[config.mk]
export PLATFORM = sky130hd
export DESIGN_NAME = lpmr_out
export DESIGN_NICKNAME = d
export VERILOG_FILES = /design/src/lpmr_pkg.sv /design/src/lpmr_out.sv
export SDC_FILE = /design/constraint.sdc
export NUM_CORES = 1
export LEC_CHECK = 0
export BUFFER_PORTS_ARGS = -buffer_cell sky130_fd_sc_hd__buf_2
export CORE_UTILIZATION = 40
export DETAILED_ROUTE_END_ITERATION = 7
export PLACE_DENSITY_LB_ADDON = 0.12
export SYNTH_ARGS = -nofsm -noshare
export SYNTH_HDL_FRONTEND = slang
export SYNTH_SLANG_ARGS = --single-unit
[constraint.sdc]
create_clock -name clk -period 0.8 [get_ports clk]
set_input_delay 0.08 -clock clk [delete_from_list [all_inputs] [get_ports clk]]
set_output_delay 0.08 -clock clk [all_outputs]
set_load 0.01 [all_outputs]
[src/lpmr_pkg.sv]
// ----------------------------------------------------------------------------
// lpmr_pkg
// Shared constants, request/status codes and the result type of the
// length-prefixed message ring.
// ----------------------------------------------------------------------------
package lpmr_pkg;

    // Ring size in bytes; a power of two so that positions wrap naturally.
    localparam int CAPACITY     = 1024;
    localparam int PTR_W        = $clog2(CAPACITY);
    localparam int USED_W       = PTR_W + 1;
    localparam int PREFIX_BYTES = 4;
    localparam int MAX_MSG_LEN  = CAPACITY - PREFIX_BYTES;

    // Fixed field widths of the interface.
    localparam int REQ_W   = 3;
    localparam int STAT_W  = 3;
    localparam int LEN_W   = 10;
    localparam int COUNT_W = 9;
    localparam int WORD_W  = 32;
    localparam int BYTE_W  = 8;

    // Request codes.
    localparam logic [REQ_W-1:0] REQ_WRITE_BEGIN = 3'd0;
    localparam logic [REQ_W-1:0] REQ_WRITE_BYTE  = 3'd1;
    localparam logic [REQ_W-1:0] REQ_READ_BEGIN  = 3'd2;
    localparam logic [REQ_W-1:0] REQ_READ_BYTE   = 3'd3;
    localparam logic [REQ_W-1:0] REQ_CLOSE       = 3'd4;

    // Status codes.
    localparam logic [STAT_W-1:0] ST_OK        = 3'd0;
    localparam logic [STAT_W-1:0] ST_CLOSED    = 3'd1;
    localparam logic [STAT_W-1:0] ST_TOO_LARGE = 3'd2;
    localparam logic [STAT_W-1:0] ST_FULL      = 3'd3;
    localparam logic [STAT_W-1:0] ST_EMPTY     = 3'd4;
    localparam logic [STAT_W-1:0] ST_SHORT     = 3'd5;
    localparam logic [STAT_W-1:0] ST_SEQ       = 3'd6;

    // Transfer modes.
    localparam logic [1:0] MODE_IDLE  = 2'd0;
    localparam logic [1:0] MODE_WRITE = 2'd1;
    localparam logic [1:0] MODE_READ  = 2'd2;

    typedef struct packed {
        logic [STAT_W-1:0]  status;
        logic [LEN_W-1:0]   message_length;
        logic [BYTE_W-1:0]  data_out_byte;
        logic               last_byte;
        logic [COUNT_W-1:0] message_count;
        logic [LEN_W-1:0]   stored_payload;
        logic               end_of_stream;
    } rsp_t;

endpackage

[src/lpmr_out.sv]
// ----------------------------------------------------------------------------
// lpmr_out
// Output register: holds one result beat until the receiver takes it.
// ----------------------------------------------------------------------------
module lpmr_out (
    input  logic         clk,
    input  logic         rst_n,
    input  logic         push,
    input  lpmr_pkg::rsp_t rsp_in,
    input  logic         rsp_ready,
    output logic         rsp_valid,
    output lpmr_pkg::rsp_t rsp_out,
    output logic         slot_free
);
    import lpmr_pkg::*;

    logic valid_reg;
    logic valid_next;
    rsp_t data_reg;

    assign slot_free  = !valid_reg || rsp_ready;
    assign valid_next = push ? 1'b1 : (rsp_ready ? 1'b0 : valid_reg);

    always_ff @(posedge clk or negedge rst_n)
    begin
        if (!rst_n)
        begin
            valid_reg <= 1'b0;
        end
        else
        begin
            valid_reg <= valid_next;
        end
    end

    always_ff @(posedge clk)
    begin
        if (push)
        begin
            data_reg <= rsp_in;
        end
    end

    assign rsp_valid = valid_reg;
    assign rsp_out   = data_reg;

endmodule

==> After elaboration in Yosys (flattened, before gate mapping) <==
Index checks and enable logic that the tools add are counted.
{ "totals": {"regBits": 43, "in_bits": 46, "output_inout_bits": 44, "wordCells": 13} }
{ "classes": {"muxes": 2, "n_reduce_logical": 3} }
{ "op_table": {"columns": ["cell", "n"], "rows": [
  ["two-way mux 1 bit", 2],
  ["nonzero test 2 bit", 1],
  ["zero test 1 bit", 1],
  ["logical OR 1 bit", 1]
]} }

==> Depth between registers and ports, before layout <==
{ "logic_depth": {"word_depth": 2, "depth_mapped": 2, "depth_no_buf": 2} }

==> Worst setup path before layout <==
OpenSTA, ideal clock, no wires.
{ "synth_timing": {"path_kind": "reg2reg", "from": "reg, netlist name rsp_valid", "to": "reg valid_reg (netlist: rsp_valid)", "setup_ns": 0.121, "arrival_ns": 0.568, "required_ns": 0.679, "path_slack_ns": 0.111, "stages_incl_launch_ff": 3, "n_path_buf": 0, "synth_period_minus_slack_ns": 0.689, "cell_sequence": "dfrtp_1 > nand2b_4 > nand2b_2"} }
{ "synth_rtl": {"columns": ["item", "line_no", "rtl"], "rows": [
  ["end signal, assigned", "lpmr_out.sv:32", "valid_reg <= valid_next;"],
  ["end, declared", "lpmr_out.sv:17", "logic valid_reg;"]
]} }

==> Worst setup path in the final report <==
{ "layout_timing": {"from": "reg valid_reg (netlist: rsp_valid)", "to": "out slot_free"} }
{ "layout_via": {"elab_chain_len": 2} }
{ "layout_lines": {"columns": ["item", "line_no", "rtl"], "rows": [
  ["zero test 1 bit", "lpmr_out.sv:21", "assign slot_free = !valid_reg || rsp_ready;"],
  ["logical OR 1 bit", "lpmr_out.sv:21", null],
  ["end, declared", "lpmr_out.sv:13", "output logic slot_free"]
]} }
No other way between the ends.

==> summary.txt <==
Status
  – Outcome: complete, but fails checks
  – Failing checks: negative setup slack

Routing
  – WL final: 3.040 mm
  – Number of remaining DRC errors: 0
  – DR iter-0 viols: 23
  – Final ANT Viol Nets: 0
  – Vias per inst: 4.150
  – Via count: 967
  – Average wire per standard cell: 13.05 um
  – Pre-antenna DRT Iters: 3

Floorplan
  – Initial cell density of the core: 42.52%
  – DIE HEIGHT: just under 60 um
  – Die Footprint: 3505 um2
  – Total core area: approximately 3100 um2
  – Io pins: 90
  – Die W: 59.20 um
  – Rows: 20

Clock tree
  – Clk_lat worst skew: 0.33 ns
  – Total CTS buffers: 5
  – CTS tree: done
  – Clock Path Buffers: 2
  – Clock-pin slew on the worst setup and hold paths: 0.11 ns
  – Root Buffer: clkbuf_4
  – # clock sinks: 43
  – Depth of the CTS H-tree: 2

Yosys
  – Yosys reg bits: 43
  – Top-count cell post-synth: edfxtp_1
  – Seq/Total Area, Yosys: 98.28%
  – Number of distinct library cells after synthesis: 4
  – Synth cell count leaders: 42 x edfxtp_1, 1 x dfrtp_1, 1 x nand2b_2, 1 x nand2b_4
  – Synth area leaders: edfxtp_1 96%, dfrtp_1 1.9%, nand2b_4 1.1%
  – Post-synth ARST share: 2.326%
  – Area leader, netlist: edfxtp_1
  – Area share of the largest cell type after synthesis: 96.37%
  – Syn Std Cell Area: 1309 um2
  – Syn Nets: 91
  – Avg Inst Size Synth: 29.08 um2
  – Primary FF master, synth: edfxtp_1
  – YS warnings: 0
  – Mapped Cells: 45
  – Number of synthesized flops with an enable pin: between 40 and 50

Setup path
  – CP max stage cell: dfrtp_1
  – Worst setup SP type: register
  – Crit path max-delay family: flip-flops
  – R2r startpoint: rsp_valid
  – CP max FO: 2
  – Crit. End Element: primary output
  – Reg2Reg Depth: 4
  – Crit path cell chain: nand2b_4 -> buf_6
  – Worst R2R End: rsp_valid
  – WP buf/inv: 1
  – Worst reg-to-reg setup slack: -0.05 ns
  – CP max stage delay: ~0.43 ns
  – Arr. time, crit path: 0.94 ns
  – Crit Path Class: reg -> out
  – Worst Path Required: approximately 0.72 ns

Timing
  – Slew margin rel.: 91.62%
  – Clock Skew: 0 ns
  – Period utilization: 127.4%
  – Final Hold Vio Count: 0
  – Minimum clock period: 1.019 ns
  – Worst setup margin: -0.2193 ns
  – Top achievable clock speed: 981.0 MHz
  – RSZ-0062 raised after global routing: true
  – Hold WS: 0.05128 ns
  – Worst-Margin Slew: between 0.1 and 0.15 ns
  – Final Max Slew Viols: 0
  – Final setup viols: 45

Placement
  – I/O Buffers: slightly below 90
  – Post-place instance area: 1849 um2
  – GP Congestion: just over 0.7
  – Dpl ws: 0.09635 ns
  – HPWL Detailed: 1.733 mm

Power and ir drop
  – PwrDens: between 1500 and 2000 nW/um2
  – Leak pwr: roughly 1.0 nW
  – Worst VDD drop: around 1300 uV
  – Final total power: 4.267 mW

Layout
  – N_diodes: 0
  – Fin nets: 234
  – Finished Cell Area: ~2300 um2
  – Synth-to-layout area growth: 79.54%
  – Layout fillers: 198
  – Fin util: roughly three quarters
  – Layout cells sized above 1: 52.91%

Global route
  – Global-route wire length before repair: approximately 4.5 mm
  – GRT Util Overall: roughly 19%
  – GRT overflow: 0
  – Largest net degree at the start of global routing: 23
  – Vias in the first global route: a little under 1000
  – Initial antenna violation count: 0

Job
  – Maxcap violations: 0

Worst hold path
  – Hold Path Class: in -> async
-- worst max path at each step --
stage                    from          end  cells past startpoint
global placement         push  rsp_out[10]                      2
CTS                 rsp_valid    slot_free                      2
detailed placement       push  rsp_out[18]                      2
global route        rsp_valid    slot_free                      2
floorplan           rsp_valid    rsp_valid                      2
finish              rsp_valid    slot_free                      2
-- cell usage in the layout (no fill, tap or decap) --
master,count
buf_12,2
buf_2,88
buf_4,2
buf_6,1
clkbuf_1,1
clkbuf_4,5
clkinv_1,2
dfrtp_1,1
dlygate4sd3_1,43
edfxtp_1,42
nand2b_2,1
nand2b_4,1
-- power breakdown --
part           internal [mW]  total, mW  switching, mW
Sequential              2.66       2.71         0.0424
Clock                  0.326      0.934          0.607
Combinational          0.364      0.627          0.263
Total                   3.35       4.27          0.913
-- logic make-up after synthesis --
family | share of synthesized area [%]
flops | 98.28
simple gates | 1.721
-- per-layer routing --
layer	vias up	share of wire, %	track usage [%]
met5	-	0	0
li1	464	-	-
met1	438	38	20.84
met2	59	54	32.42
met3	6	6.4	5.459
met4	0	1.7	8.503
-- stage by stage --
| step | TNS, ns | instances |
|---|---|---|
| after floorplan | 0 | 45 |
| after global placement | 0 | 180 |
| after detailed placement | 0 | 180 |
| after CTS | -6.950 | 232 |
| after global routing | -8.084 | 233 |
| final | -5.834 | 233 |
-- state kept, by name (all words and copies together) (netlist names) --
register,cells
rsp_out,42
rsp_valid,1
-- timing repair --
item,4_1_cts,5_1_grt
endpoints found under the hold margin,43,0
endpoints found under the setup margin,44,44
gates resized for setup,1,0
hold buffers,43,0
setup buffers,1,1
gates cloned,0,0
-- final cells by class --
cell class | instances | area [um2] | area share (%)
sequential | 43 | 1286 | 54.74
clock buffer | 6 | 41.29 | 1.757
tap | 44 | 55.05 | 2.343
clock inverter | 2 | 7.507 | 0.3195
timing repair buffer | 136 | 937.1 | 39.88
multi-input combinational | 2 | 22.52 | 0.9585
No activity file was read; power rests on OpenSTA's default activity.
