## config.mk

```make
export PLATFORM = sky130hd
export DESIGN_NAME = lpmr_ctrl
export DESIGN_NICKNAME = d
export VERILOG_FILES = /design/src/lpmr_pkg.sv /design/src/lpmr_ctrl.sv
export SDC_FILE = /design/constraint.sdc
export NUM_CORES = 1
export LEC_CHECK = 0
export ABC_AREA = 1
export BUFFER_PORTS_ARGS = -buffer_cell sky130_fd_sc_hd__buf_2
export CORE_ASPECT_RATIO = 1.2
export CORE_MARGIN = 4
export CORE_UTILIZATION = 25
export DETAILED_ROUTE_END_ITERATION = 16
export SETUP_SLACK_MARGIN = 0.5
export SYNTH_ARGS = -nofsm -noshare
export SYNTH_HDL_FRONTEND = slang
export SYNTH_SLANG_ARGS = --single-unit
```

## constraint.sdc

```tcl
create_clock -name clk -period 6.95 [get_ports clk]
set_clock_uncertainty 0.2 [all_clocks]
set_input_delay 1.0425 -clock clk [delete_from_list [all_inputs] [get_ports clk]]
set_output_delay 1.0425 -clock clk [all_outputs]
set_load 0.005 [all_outputs]
```

## src/lpmr_pkg.sv

```systemverilog
// ----------------------------------------------------------------------------
// lpmr_pkg
// Shared constants, request/status codes and the result type of the
// length-prefixed message ring.
// ----------------------------------------------------------------------------
package lpmr_pkg;

    // Ring size in bytes; a power of two so that positions wrap naturally.
    localparam int CAPACITY     = 1024;
    localparam int PTR_W        = $clog2(CAPACITY);
    localparam int USED_W       = PTR_W + 1;
    localparam int PREFIX_BYTES = 4;
    localparam int MAX_MSG_LEN  = CAPACITY - PREFIX_BYTES;

    // Fixed field widths of the interface.
    localparam int REQ_W   = 3;
    localparam int STAT_W  = 3;
    localparam int LEN_W   = 10;
    localparam int COUNT_W = 9;
    localparam int WORD_W  = 32;
    localparam int BYTE_W  = 8;

    // Request codes.
    localparam logic [REQ_W-1:0] REQ_WRITE_BEGIN = 3'd0;
    localparam logic [REQ_W-1:0] REQ_WRITE_BYTE  = 3'd1;
    localparam logic [REQ_W-1:0] REQ_READ_BEGIN  = 3'd2;
    localparam logic [REQ_W-1:0] REQ_READ_BYTE   = 3'd3;
    localparam logic [REQ_W-1:0] REQ_CLOSE       = 3'd4;

    // Status codes.
    localparam logic [STAT_W-1:0] ST_OK        = 3'd0;
    localparam logic [STAT_W-1:0] ST_CLOSED    = 3'd1;
    localparam logic [STAT_W-1:0] ST_TOO_LARGE = 3'd2;
    localparam logic [STAT_W-1:0] ST_FULL      = 3'd3;
    localparam logic [STAT_W-1:0] ST_EMPTY     = 3'd4;
    localparam logic [STAT_W-1:0] ST_SHORT     = 3'd5;
    localparam logic [STAT_W-1:0] ST_SEQ       = 3'd6;

    // Transfer modes.
    localparam logic [1:0] MODE_IDLE  = 2'd0;
    localparam logic [1:0] MODE_WRITE = 2'd1;
    localparam logic [1:0] MODE_READ  = 2'd2;

    typedef struct packed {
        logic [STAT_W-1:0]  status;
        logic [LEN_W-1:0]   message_length;
        logic [BYTE_W-1:0]  data_out_byte;
        logic               last_byte;
        logic [COUNT_W-1:0] message_count;
        logic [LEN_W-1:0]   stored_payload;
        logic               end_of_stream;
    } rsp_t;

endpackage

```

## src/lpmr_ctrl.sv

```systemverilog
// ----------------------------------------------------------------------------
// lpmr_ctrl
// Request sequencer: holds queue and transfer state, drives the ring RAM
// and builds one result per request.
// ----------------------------------------------------------------------------
module lpmr_ctrl (
    input  logic                          clk,
    input  logic                          rst_n,
    input  logic                          req_valid,
    output logic                          req_ready,
    input  logic [lpmr_pkg::REQ_W-1:0]    req_type,
    input  logic [lpmr_pkg::WORD_W-1:0]   msg_len,
    input  logic [lpmr_pkg::BYTE_W-1:0]   data_in_byte,
    input  logic [lpmr_pkg::WORD_W-1:0]   reader_capacity,
    output logic                          mem_we,
    output logic [lpmr_pkg::PTR_W-1:0]    mem_waddr,
    output logic [lpmr_pkg::BYTE_W-1:0]   mem_wdata,
    output logic                          mem_re,
    output logic [lpmr_pkg::PTR_W-1:0]    mem_raddr,
    input  logic [lpmr_pkg::BYTE_W-1:0]   mem_rdata,
    input  logic                          slot_free,
    output logic                          push,
    output lpmr_pkg::rsp_t                rsp
);
    import lpmr_pkg::*;

    localparam logic [1:0] S_IDLE = 2'd0;
    localparam logic [1:0] S_EXEC = 2'd1;
    localparam logic [1:0] S_WPFX = 2'd2;
    localparam logic [1:0] S_RPFX = 2'd3;

    localparam int HI_W = LEN_W - BYTE_W;

    // control and queue state
    logic [1:0]         state_reg, state_next;
    logic [PTR_W-1:0]   head_reg, head_next;
    logic [USED_W-1:0]  used_reg, used_next;
    logic [COUNT_W-1:0] held_reg, held_next;
    logic [LEN_W-1:0]   total_reg, total_next;
    logic               closed_reg, closed_next;
    logic [1:0]         mode_reg, mode_next;
    logic [PTR_W-1:0]   xptr_reg, xptr_next;
    logic [LEN_W-1:0]   xrem_reg, xrem_next;
    logic [LEN_W-1:0]   xlen_reg, xlen_next;
    logic [1:0]         pcnt_reg, pcnt_next;
    logic [PTR_W-1:0]   tail_reg, tail_next;
    logic [HI_W-1:0]    hi_reg, hi_next;

    // latched request
    logic [REQ_W-1:0]   rtype_reg;
    logic [WORD_W-1:0]  rlen_reg;
    logic [BYTE_W-1:0]  rbyte_reg;
    logic [WORD_W-1:0]  rcap_reg;

    logic               accept;
    logic               done;
    logic [STAT_W-1:0]  res_status;
    logic [LEN_W-1:0]   res_len;
    logic [BYTE_W-1:0]  res_byte;
    logic               res_last;
    logic               do_step, do_finish, do_commit, do_pop, do_close;
    logic               do_open_wr, do_open_rd;
    logic [LEN_W-1:0]   clen, plen, olen;
    logic [LEN_W-1:0]   hlen;
    logic [PTR_W-1:0]   tail;
    logic [USED_W-1:0]  need, room;

    assign req_ready = (state_reg == S_IDLE);
    assign accept    = req_valid && req_ready;
    assign tail      = head_reg + used_reg[PTR_W-1:0];
    assign need      = USED_W'(rlen_reg[LEN_W-1:0]) + USED_W'(PREFIX_BYTES);
    assign room      = USED_W'(CAPACITY) - used_reg;
    assign hlen      = {hi_reg, mem_rdata};

    always_comb
    begin
        state_next  = state_reg;
        head_next   = head_reg;
        used_next   = used_reg;
        held_next   = held_reg;
        total_next  = total_reg;
        closed_next = closed_reg;
        mode_next   = mode_reg;
        xptr_next   = xptr_reg;
        xrem_next   = xrem_reg;
        xlen_next   = xlen_reg;
        pcnt_next   = pcnt_reg;
        tail_next   = tail_reg;
        hi_next     = hi_reg;

        mem_we     = 1'b0;
        mem_waddr  = xptr_reg;
        mem_wdata  = rbyte_reg;
        mem_re     = 1'b0;
        mem_raddr  = xptr_reg;

        done       = 1'b0;
        res_status = ST_OK;
        res_len    = '0;
        res_byte   = '0;
        res_last   = 1'b0;
        do_step    = 1'b0;
        do_finish  = 1'b0;
        do_commit  = 1'b0;
        do_pop     = 1'b0;
        do_close   = 1'b0;
        do_open_wr = 1'b0;
        do_open_rd = 1'b0;
        clen       = '0;
        plen       = '0;
        olen       = '0;

        unique case (state_reg)
            S_IDLE:
            begin
                // read ahead: byte two of the head prefix, or the next payload byte
                if (accept)
                begin
                    mem_re     = 1'b1;
                    mem_raddr  = (req_type == REQ_READ_BEGIN) ? head_reg + PTR_W'(2)
                                                              : xptr_reg;
                    state_next = S_EXEC;
                end
            end
            S_EXEC:
            begin
                case (rtype_reg)
                    REQ_WRITE_BEGIN:
                    begin
                        priority if (mode_reg != MODE_IDLE)
                        begin
                            res_status = ST_SEQ;
                            done       = 1'b1;
                        end
                        else if (closed_reg)
                        begin
                            res_status = ST_CLOSED;
                            done       = 1'b1;
                        end
                        else if (rlen_reg > WORD_W'(MAX_MSG_LEN))
                        begin
                            res_status = ST_TOO_LARGE;
                            done       = 1'b1;
                        end
                        else if (need > room)
                        begin
                            res_status = ST_FULL;
                            done       = 1'b1;
                        end
                        else
                        begin
                            mem_we     = 1'b1;
                            mem_waddr  = tail;
                            mem_wdata  = rlen_reg[31:24];
                            tail_next  = tail;
                            pcnt_next  = 2'd1;
                            state_next = S_WPFX;
                        end
                    end
                    REQ_WRITE_BYTE:
                    begin
                        done = 1'b1;
                        if (mode_reg != MODE_WRITE)
                        begin
                            res_status = ST_SEQ;
                        end
                        else
                        begin
                            mem_we  = 1'b1;
                            do_step = 1'b1;
                            if (xrem_reg == LEN_W'(1))
                            begin
                                res_last  = 1'b1;
                                do_commit = 1'b1;
                                do_finish = 1'b1;
                                clen      = xlen_reg;
                            end
                        end
                    end
                    REQ_READ_BEGIN:
                    begin
                        priority if (mode_reg != MODE_IDLE)
                        begin
                            res_status = ST_SEQ;
                            done       = 1'b1;
                        end
                        else if (held_reg == '0)
                        begin
                            res_status = ST_EMPTY;
                            done       = 1'b1;
                        end
                        else
                        begin
                            // committed lengths fit in the low prefix bytes
                            hi_next    = mem_rdata[HI_W-1:0];
                            mem_re     = 1'b1;
                            mem_raddr  = head_reg + PTR_W'(3);
                            state_next = S_RPFX;
                        end
                    end
                    REQ_READ_BYTE:
                    begin
                        done = 1'b1;
                        if (mode_reg != MODE_READ)
                        begin
                            res_status = ST_SEQ;
                        end
                        else
                        begin
                            res_byte = mem_rdata;
                            do_step  = 1'b1;
                            if (xrem_reg == LEN_W'(1))
                            begin
                                res_last  = 1'b1;
                                do_pop    = 1'b1;
                                do_finish = 1'b1;
                                plen      = xlen_reg;
                            end
                        end
                    end
                    REQ_CLOSE:
                    begin
                        done     = 1'b1;
                        do_close = 1'b1;
                    end
                    default:
                    begin
                        res_status = ST_SEQ;
                        done       = 1'b1;
                    end
                endcase
            end
            S_WPFX:
            begin
                mem_we    = 1'b1;
                mem_waddr = tail_reg + PTR_W'(pcnt_reg);
                unique case (pcnt_reg)
                    2'd0: mem_wdata = rlen_reg[31:24];
                    2'd1: mem_wdata = rlen_reg[23:16];
                    2'd2: mem_wdata = rlen_reg[15:8];
                    2'd3: mem_wdata = rlen_reg[7:0];
                endcase
                if (pcnt_reg == 2'd3)
                begin
                    done = 1'b1;
                    if (rlen_reg[LEN_W-1:0] == '0)
                    begin
                        do_commit = 1'b1;
                    end
                    else
                    begin
                        do_open_wr = 1'b1;
                        olen       = rlen_reg[LEN_W-1:0];
                    end
                end
                else
                begin
                    pcnt_next = pcnt_reg + 2'd1;
                end
            end
            S_RPFX:
            begin
                done    = 1'b1;
                res_len = hlen;
                priority if (rcap_reg < WORD_W'(hlen))
                begin
                    res_status = ST_SHORT;
                end
                else if (hlen == '0)
                begin
                    do_pop = 1'b1;
                end
                else
                begin
                    do_open_rd = 1'b1;
                    olen       = hlen;
                end
            end
        endcase

        // every queue and transfer state change of a request lands on the beat that carries its result
        push = done && slot_free;
        if (done)
        begin
            state_next = push ? S_IDLE : state_reg;
        end
        if (push)
        begin
            if (do_step)
            begin
                xptr_next = xptr_reg + PTR_W'(1);
                xrem_next = xrem_reg - LEN_W'(1);
            end
            if (do_finish)
            begin
                mode_next = MODE_IDLE;
            end
            if (do_commit)
            begin
                used_next  = used_reg + USED_W'(clen) + USED_W'(PREFIX_BYTES);
                total_next = total_reg + clen;
                held_next  = held_reg + COUNT_W'(1);
            end
            if (do_pop)
            begin
                head_next  = head_reg + PTR_W'(plen) + PTR_W'(PREFIX_BYTES);
                used_next  = used_reg - USED_W'(plen) - USED_W'(PREFIX_BYTES);
                total_next = total_reg - plen;
                held_next  = held_reg - COUNT_W'(1);
            end
            if (do_close)
            begin
                closed_next = 1'b1;
            end
            if (do_open_wr)
            begin
                mode_next = MODE_WRITE;
                xptr_next = tail_reg + PTR_W'(PREFIX_BYTES);
                xrem_next = olen;
                xlen_next = olen;
            end
            if (do_open_rd)
            begin
                mode_next = MODE_READ;
                xptr_next = head_reg + PTR_W'(PREFIX_BYTES);
                xrem_next = olen;
                xlen_next = olen;
            end
        end

        rsp.status         = res_status;
        rsp.message_length = res_len;
        rsp.data_out_byte  = res_byte;
        rsp.last_byte      = res_last;
        rsp.message_count  = held_next;
        rsp.stored_payload = total_next;
        rsp.end_of_stream  = closed_next && (held_next == '0);
    end

    always_ff @(posedge clk or negedge rst_n)
    begin
        if (!rst_n)
        begin
            state_reg  <= S_IDLE;
            head_reg   <= '0;
            used_reg   <= '0;
            held_reg   <= '0;
            total_reg  <= '0;
            closed_reg <= 1'b0;
            mode_reg   <= MODE_IDLE;
            xptr_reg   <= '0;
            xrem_reg   <= '0;
            xlen_reg   <= '0;
            pcnt_reg   <= '0;
        end
        else
        begin
            state_reg  <= state_next;
            head_reg   <= head_next;
            used_reg   <= used_next;
            held_reg   <= held_next;
            total_reg  <= total_next;
            closed_reg <= closed_next;
            mode_reg   <= mode_next;
            xptr_reg   <= xptr_next;
            xrem_reg   <= xrem_next;
            xlen_reg   <= xlen_next;
            pcnt_reg   <= pcnt_next;
        end
    end

    always_ff @(posedge clk)
    begin
        tail_reg <= tail_next;
        hi_reg   <= hi_next;
        if (accept)
        begin
            rtype_reg <= req_type;
            rlen_reg  <= msg_len;
            rbyte_reg <= data_in_byte;
            rcap_reg  <= reader_capacity;
        end
    end

endmodule

```

Word level (Yosys, flattened, before mapping)

Index checks and enable logic that the tools add are counted.
Widths: inputs -> output; s select.

Add/subtract/negate cells: 21
$lt $le $gt $ge: 3
Eq/ne operators: 29
Multiplexer cells: 130
Bitwise gates (word level): 5
Reductions and logical operators: 26

Operators by type and width:

| operator              | count |
|---|---|
| $mux 10               | 33 |
| $mux 8                | 8 |
| $pmux 10 s2           | 3 |
| $mux 2                | 21 |
| $mux 1                | 38 |
| $gt 32x10->1 const B  | 1 |
| $lt 32x10->1          | 1 |
| $pmux 8 s4            | 1 |
| $add 10x10->10        | 3 |
| $add 10x3->10 const B | 3 |
| $mux 9                | 3 |
| $ne 4x4->1 const B    | 6 |
| $mux 11               | 2 |
| $add 10x2->10 const B | 2 |
| $logic_not 10->1      | 2 |
| $logic_not 9->1       | 2 |
| $mux 3                | 6 |
| $pmux 1 s2            | 8 |
| $pmux 8 s2            | 1 |
| $pmux 3 s5            | 1 |
| $ne 2x2->1 const B    | 7 |
| $pmux 2 s2            | 3 |
| $add 10x3->11 const B | 1 |
| $add 11x10->11        | 1 |
| 34 further kinds      | 57 |

Flip-flop bits (word level): 164
Bits of input ports: 87
Output and inout port bits: 74
Logic and storage cells: 231

Logic depth before layout (Yosys ltp)

Gate-level depths: netlist of run 1.

Word-level depth: 12
Gate-level depth with buffers: 28
Depth with buffers taken out: 27

Least setup slack after synthesis of run 1

Ideal clock, no wire load.

Path kind: input port to output port
Start point: input req_valid
End point: output mem_raddr[7] (netlist name)
Data arrival time: 3.686 ns
Slack: 2.022 ns
Cell stages on the path: 8
Path through: nand2_1 > inv_1 > nand2_1 > inv_1 > o21ai_0 > a21oi_1 > o21ai_0 > nand3_1

Word-level cells in the longest chain between the ends: 3

Ends and longest elaborated chain:

| element           | line             | source |
|---|---|---|
| start, declared   | lpmr_ctrl.sv:9   | `input logic req_valid,` |
| $logic_and 1x1->1 | lpmr_ctrl.sv:69  | `assign accept = req_valid && req_ready;` |
| named net accept  | lpmr_ctrl.sv:55  | `logic accept;` |
| $mux 10           | lpmr_ctrl.sv:117 | `if (accept)` |
| $pmux 10 s2       | lpmr_ctrl.sv:113 | `unique case (state_reg)` |
| end, declared     | lpmr_ctrl.sv:19  | `output logic [lpmr_pkg::PTR_W-1:0] mem_raddr,` |

The timed path passes the listed nets, and every way through them passes these cells.

==> flow_summary.json, run 1 <==
{
  "ys.flop_type": "edfxtp_1",
  "die_w_um": 217,
  "hold_buffers": 0,
  "gpl.final_weighted_congestion": 0.935,
  "top_level_ports": 161,
  "drt-total-wl_um": 42400,
  "period_share": 0.872,
  "yosys.cell_types.count": 65,
  "critical_path_arrival_ps": 4820,
  "report.final.hold_viol_count": 0,
  "synth-async-reset-ratio": 0.470,
  "irDropWorstVdd_v": 0.000264,
  "cts.clk_slew.worst_paths_ps": 70,
  "fin_tns_setup_ps": 0,
  "flow.area_growth_from_synthesis_pct": 15.6,
  "synth.cell_area_um2": 13100,
  "final_net_count": 2034,
  "synth_edf_count": 87,
  "post-synth-top-count-cell": "nand2_1",
  "slew-limit-headroom": 0.260,
  "clk_root_buffer_cell": "clkbuf_16",
  "finalCriticalPeriod_ps": 6060,
  "setup_viol": 0,
  "yosysTopAreaCellShare": 0.200,
  "clock_tree.htree_level_count": 4,
  "yosysTopAreaCell": "edfxtp_1",
  "ys_top_cells_by_area": "edfxtp_1, dfrtp_1, ha_1",
  "synthCells": 1676,
  "syn_nets": 1895,
  "cp_max_fo": 24,
  "detailroute.via_count": 12026,
  "post_cts_resized": 0,
  "finalMaxSlewViolations": 0,
  "die_height_um": 259,
  "grt_start_max_net_pins": 76,
  "postSynthRegisterBits": 164,
  "timing_worst_setup_path_type": "reg2out",
  "antenna_found_initial": 4,
  "start_util": 0.254,
  "detailedPlacementHpwl_um": 33900,
  "worst-endpoint-required_ps": 5710,
  "pwr_dens_nw_per_um2": 282,
  "post_synth.cell_area_avg_um2": 7.80,
  "num_rows": 91,
  "hp-class": "in2async",
  "tightest_slew_ps": 1110,
  "grt_setup_unrepaired": "no",
  "critPathCaptureType": "primary output",
  "globalRouteTotalUtil": 0.150,
  "dr.first_iter.drc_count": 838,
  "outcome": "finished, final reports clean",
  "place_ws_ps": 1430,
  "clock_sink_total": 164,
  "worstSetupStartpointType": "flop",
  "numCtsBuffers": 17,
  "p_leak_nw": 7.02,
  "detailedRoute.firstPassIterationCount": 6,
  "drc": 0,
  "floorplan.die_area_um2": 56100,
  "ys_top_cells_by_count": "nand2_1, inv_1, nor2_1",
  "final_layout_size_suffix_gt1_frac": 0.138,
  "synth_warnings": 0,
  "avgViaCountPerCell": 4.76,
  "tritoncts_clock_tree": "yes",
  "timing.max_cap.violations": 0,
  "post_drt_wl_per_cell_um": 16.8,
  "ys_seq_area_frac": 0.347,
  "wire_length_of_the_first_global_routing_pass_um": 65300,
  "fmaxAchievable_mhz": 165,
  "postLayoutSetupSlackWorst_ps": 889,
  "portBuffers": 160,
  "post_cts.repair.setup_buffers": 0,
  "first_global_vias": 11633,
  "later_pin_clock_latency_in_the_skew_report_ps": 480,
  "global_route.overflow_total": 0,
  "cts.path.max_buffers": 2,
  "final_antenna_net_count": 0,
  "design.core.area_um2": 51600
}
[worst max-delay path, cell delays in order (launching register included)]
cell	delay, ps
dfrtp_1	450
inv_1	130
ha_1	210
nand3_1	130
nor2_1	100
nand2_1	90
nor2_1	130
nand3_1	110
nor2_1	140
xnor2_1	90
ha_1	300
nand2_1	60
inv_1	60
nand2_1	60
nor2_1	140
nand2_1	70
nand3_1	80
nand2_1	100
nand3_2	110
nand2_1	70
nand2_2	100
nand3_2	380
a21oi_4	700
inv_2	140
a22o_1	250
buf_2	130
[power by group]
part           switching, mW  internal (mW)  leakage [nW]  total (mW)
combinational           1.21          0.662          5.00        1.87
sequential             0.185           1.26          1.75        1.44
clock                  0.456          0.502         0.269       0.957
[cells by family (layout without fill, tap and decap cells)]
logic type	count (synthesis)	after routing	share of synthesized area
AOI/OAI and AO/OA	347	347	0.157
xor gates and xnor gates	89	89	0.0596
adders and majority gates	132	132	0.130
buffers and inverters	286	437	0.0893
DFF	164	164	0.347
other	0	3	0
and+or+nand+nor	658	658	0.216
[layout make-up]
type,count,area [µm²]
inverters,241,916
flip-flops and latches,164,4540
fillers,5555,36500
clock inverters,13,136
well taps,697,872
clock buffers,18,429
repair buffers,165,841
diodes,3,7.51
multi-input cells,1226,7370
[metrics by stage]
step | util | power [mW] | instances | instance area [µm²] | hold slack, ps
3_3_place_gp | 0.282 | 3.30 | 2493 | 14500 | 268
6_report | 0.293 | 4.27 | 2527 | 15100 | 159
5_1_grt | 0.293 | 4.58 | 2525 | 15100 | 139
2_1_floorplan | - | 2.61 | 1676 | 13100 | 242
4_1_cts | 0.293 | 4.30 | 2524 | 15100 | 121
3_5_place_dp | 0.282 | 3.32 | 2493 | 14500 | 261
[layer usage]
layer,track usage,vias up,wire length [µm]
li1,-,5893,-
met1,0.190,5626,18400
met2,0.244,423,19600
met3,0.0358,80,2870
met4,0.0606,4,1570
met5,0,-,21
[cell usage in the layout (no fill, tap or decap), types with 65 or more instances in the layout]
master    synthesis  final
a21oi_1         102    102
nand2_1         336    336
buf_2            12    159
o21ai_0         125    125
dfrtp_1          77     77
inv_1           226    225
ha_1            125    125
nor2_1          172    172
edfxtp_1         87     87
nand3_1          65     65
xor2_1           66     66
[worst paths after layout]
path	from	endpoint	slack (ps)	cells past startpoint
max	used_reg[0]	rsp[8]	890	25
min	rst_n	xptr_reg[9]	160	1
max reg2reg	state_reg[1]	used_reg[9]	2040	22
min reg2reg	xlen_reg[2]	xlen_reg[2]	280	2
max in group asynchronous	rst_n	total_reg[4]	5180	2
min in group clk	xlen_reg[2]	xlen_reg[2]	280	2
No activity file was read; power rests on OpenSTA's default activity.
==> run 2, diff against run 1 <==
--- a/config.mk
+++ b/config.mk
@@ -7,10 +7,13 @@
 export LEC_CHECK = 0
 export ABC_AREA = 1
 export BUFFER_PORTS_ARGS = -buffer_cell sky130_fd_sc_hd__buf_2
+export CELL_PAD_IN_SITES_DETAIL_PLACEMENT = 0
+export CELL_PAD_IN_SITES_GLOBAL_PLACEMENT = 2
 export CORE_ASPECT_RATIO = 1.2
 export CORE_MARGIN = 4
 export CORE_UTILIZATION = 25
 export DETAILED_ROUTE_END_ITERATION = 16
+export PLACE_DENSITY_LB_ADDON = 0.1
 export SETUP_SLACK_MARGIN = 0.5
 export SYNTH_ARGS = -nofsm -noshare
 export SYNTH_HDL_FRONTEND = slang
==> flow_summary.json, run 2 (same netlist as run 1, synthesis figures left out) <==
{
  "outcome": "finished, final reports clean",
  "pwr_dens_nw_per_um2": 290,
  "globalRouteTotalUtil": 0.180,
  "finalCriticalPeriod_ps": 5830,
  "drc": 0,
  "fmaxAchievable_mhz": 172,
  "met2RoutedLength_um": 25100,
  "critical_path_arrival_ps": 4590,
  "slew-limit-headroom": 0.320,
  "layout.cells.most_common": "nand2_1",
  "finalMaxSlewViolations": 0,
  "critPathCaptureType": "primary output",
  "highest_layer": "met4",
  "start_util": 0.254,
  "layout.cells.non_filler": 2527,
  "antenna_found_initial": 0,
  "worstSetupStartpointType": "flop",
  "p_leak_nw": 7.06,
  "cp_max_fo": 22,
  "drt-total-wl_um": 49900,
  "report.final.hold_viol_count": 0,
  "final_layout_size_suffix_gt1_frac": 0.140,
  "cts.path.max_buffers": 2,
  "timing.max_cap.violations": 0,
  "num_rows": 91,
  "clock_tree.htree_level_count": 4,
  "global_route.overflow_total": 0,
  "setup_viol": 0,
  "clock_sink_total": 164,
  "irDropWorstVdd_v": 0.000118,
  "clk_root_buffer_cell": "clkbuf_16",
  "timing_worst_setup_path_type": "reg2out",
  "flow.area_growth_from_synthesis_pct": 16.1,
  "crit_slowest_cell": "dfrtp_1",
  "floorplan.die_area_um2": 56100,
  "detailroute.via_count": 11640,
  "timing.critical_path.max_delay_family": "simple AND/OR/NAND/NOR gates",
  "later_pin_clock_latency_in_the_skew_report_ps": 490,
  "hold-worst-slack_ps": 284,
  "hold_buffers": 0,
  "hp-class": "reg2reg",
  "final_antenna_net_count": 0,
  "worst-endpoint-required_ps": 5710,
  "design.core.area_um2": 51600,
  "timing.critical_path.cells": "inv_1 -> ha_1 -> nand3_1 -> nor2_1 -> nand2_1 -> nor2_1 -> nand3_1 -> nor2_1 -> xnor2_1 -> ha_1 -> nand2_1 -> inv_1 -> nand2_1 -> nor2_1 -> nand4_1 -> nand2_1 -> nand3_2 -> nor3_4 -> inv_1 -> nor2_4 -> o22ai_1 -> a31oi_1 -> buf_2",
  "grt_start_max_net_pins": 76,
  "num_antenna_cells": 0,
  "post_drt_wl_per_cell_um": 19.7,
  "top_level_ports": 161,
  "wl_met3_um": 1700,
  "cell_count_post_placement": 2495,
  "grt_setup_unrepaired": "no",
  "most-common-layout-cells": "nand2_1, inv_1, nor2_1, buf_2",
  "first_global_vias": 12004,
  "worst-path-buf-inv": 4,
  "die_w_um": 217,
  "nFillCells": 5648,
  "dr.first_iter.drc_count": 595,
  "detailedRoute.firstPassIterationCount": 5,
  "detailedPlacementHpwl_um": 39800,
  "wire_length_of_the_first_global_routing_pass_um": 75600,
  "period_share": 0.839,
  "final_net_count": 2036,
  "avgViaCountPerCell": 4.61,
  "met1_length_um": 22300,
  "cts.clk_slew.worst_paths_ps": 90,
  "postLayoutCellArea_um2": 15200,
  "tritoncts_clock_tree": "yes",
  "gpl.final_weighted_congestion": 0.818,
  "max_stage_delay_ps": 440,
  "tightest_slew_ps": 1020,
  "fin_tns_setup_ps": 0,
  "die_height_um": 259,
  "numCtsBuffers": 17,
  "fin_util": 0.294,
  "portBuffers": 160,
  "placed_area_um2": 14600
}
run 2: per-layer routing:
| metal | vias up | global-route usage |
|---|---|---|
| li1 | 5904 | - |
| met1 | 5499 | 0.231 |
| met2 | 205 | 0.316 |
| met3 | 32 | 0.0270 |
| met4 | 0 | 0.0452 |
| met5 | - | 0 |
run 2: power breakdown:
| part | internal [mW] | switching (mW) |
|---|---|---|
| Clock | 0.524 | 0.522 |
| Combinational | 0.668 | 1.24 |
| Sequential | 1.26 | 0.194 |
run 2: path summary, 6_finish.rpt:
path	startpoint	endpoint	slack, ps	cells past startpoint
min in group asynchronous	rst_n	xptr_reg[5]	340	1
worst min-delay path	xlen_reg[1]	xlen_reg[1]	280	2
worst max-delay path	used_reg[0]	mem_waddr[8]	1120	23
max in group asynchronous	rst_n	head_reg[1]	5090	2
worst min register to register	xlen_reg[1]	xlen_reg[1]	280	2
worst max register to register	state_reg[1]	used_reg[9]	2180	22
run 2: metrics by stage:
step	worst slack (ps)	power, mW
after global routing	533	4.75
after CTS	803	4.50
final	1120	4.41
after global placement	1450	3.42
after detailed placement	1390	3.42
after floorplan	2020	2.61
run 2: cell type report:
cell class              instances  area (µm²)  area share
well taps                     697         872      0.0574
clock buffers                  17         425      0.0280
clock inverters                15         196      0.0129
multi-input cells            1226        7380       0.486
flip-flops and latches        164        4540       0.299
inverters                     241         917      0.0604
repair buffers                167         856      0.0564
run 2: tightest hold or removal path, stage by stage (launching register included):
cell     delay [ps]
dfrtp_1         360
nand2_1          50
nand2_1          40
run 2: repair_timing:
action / 4_1_cts / 5_1_grt
resized for setup: 0 / 1
endpoints found under the setup margin: 0 / 2
endpoints found under the hold margin: 0 / 0
setup buffers: 0 / 0
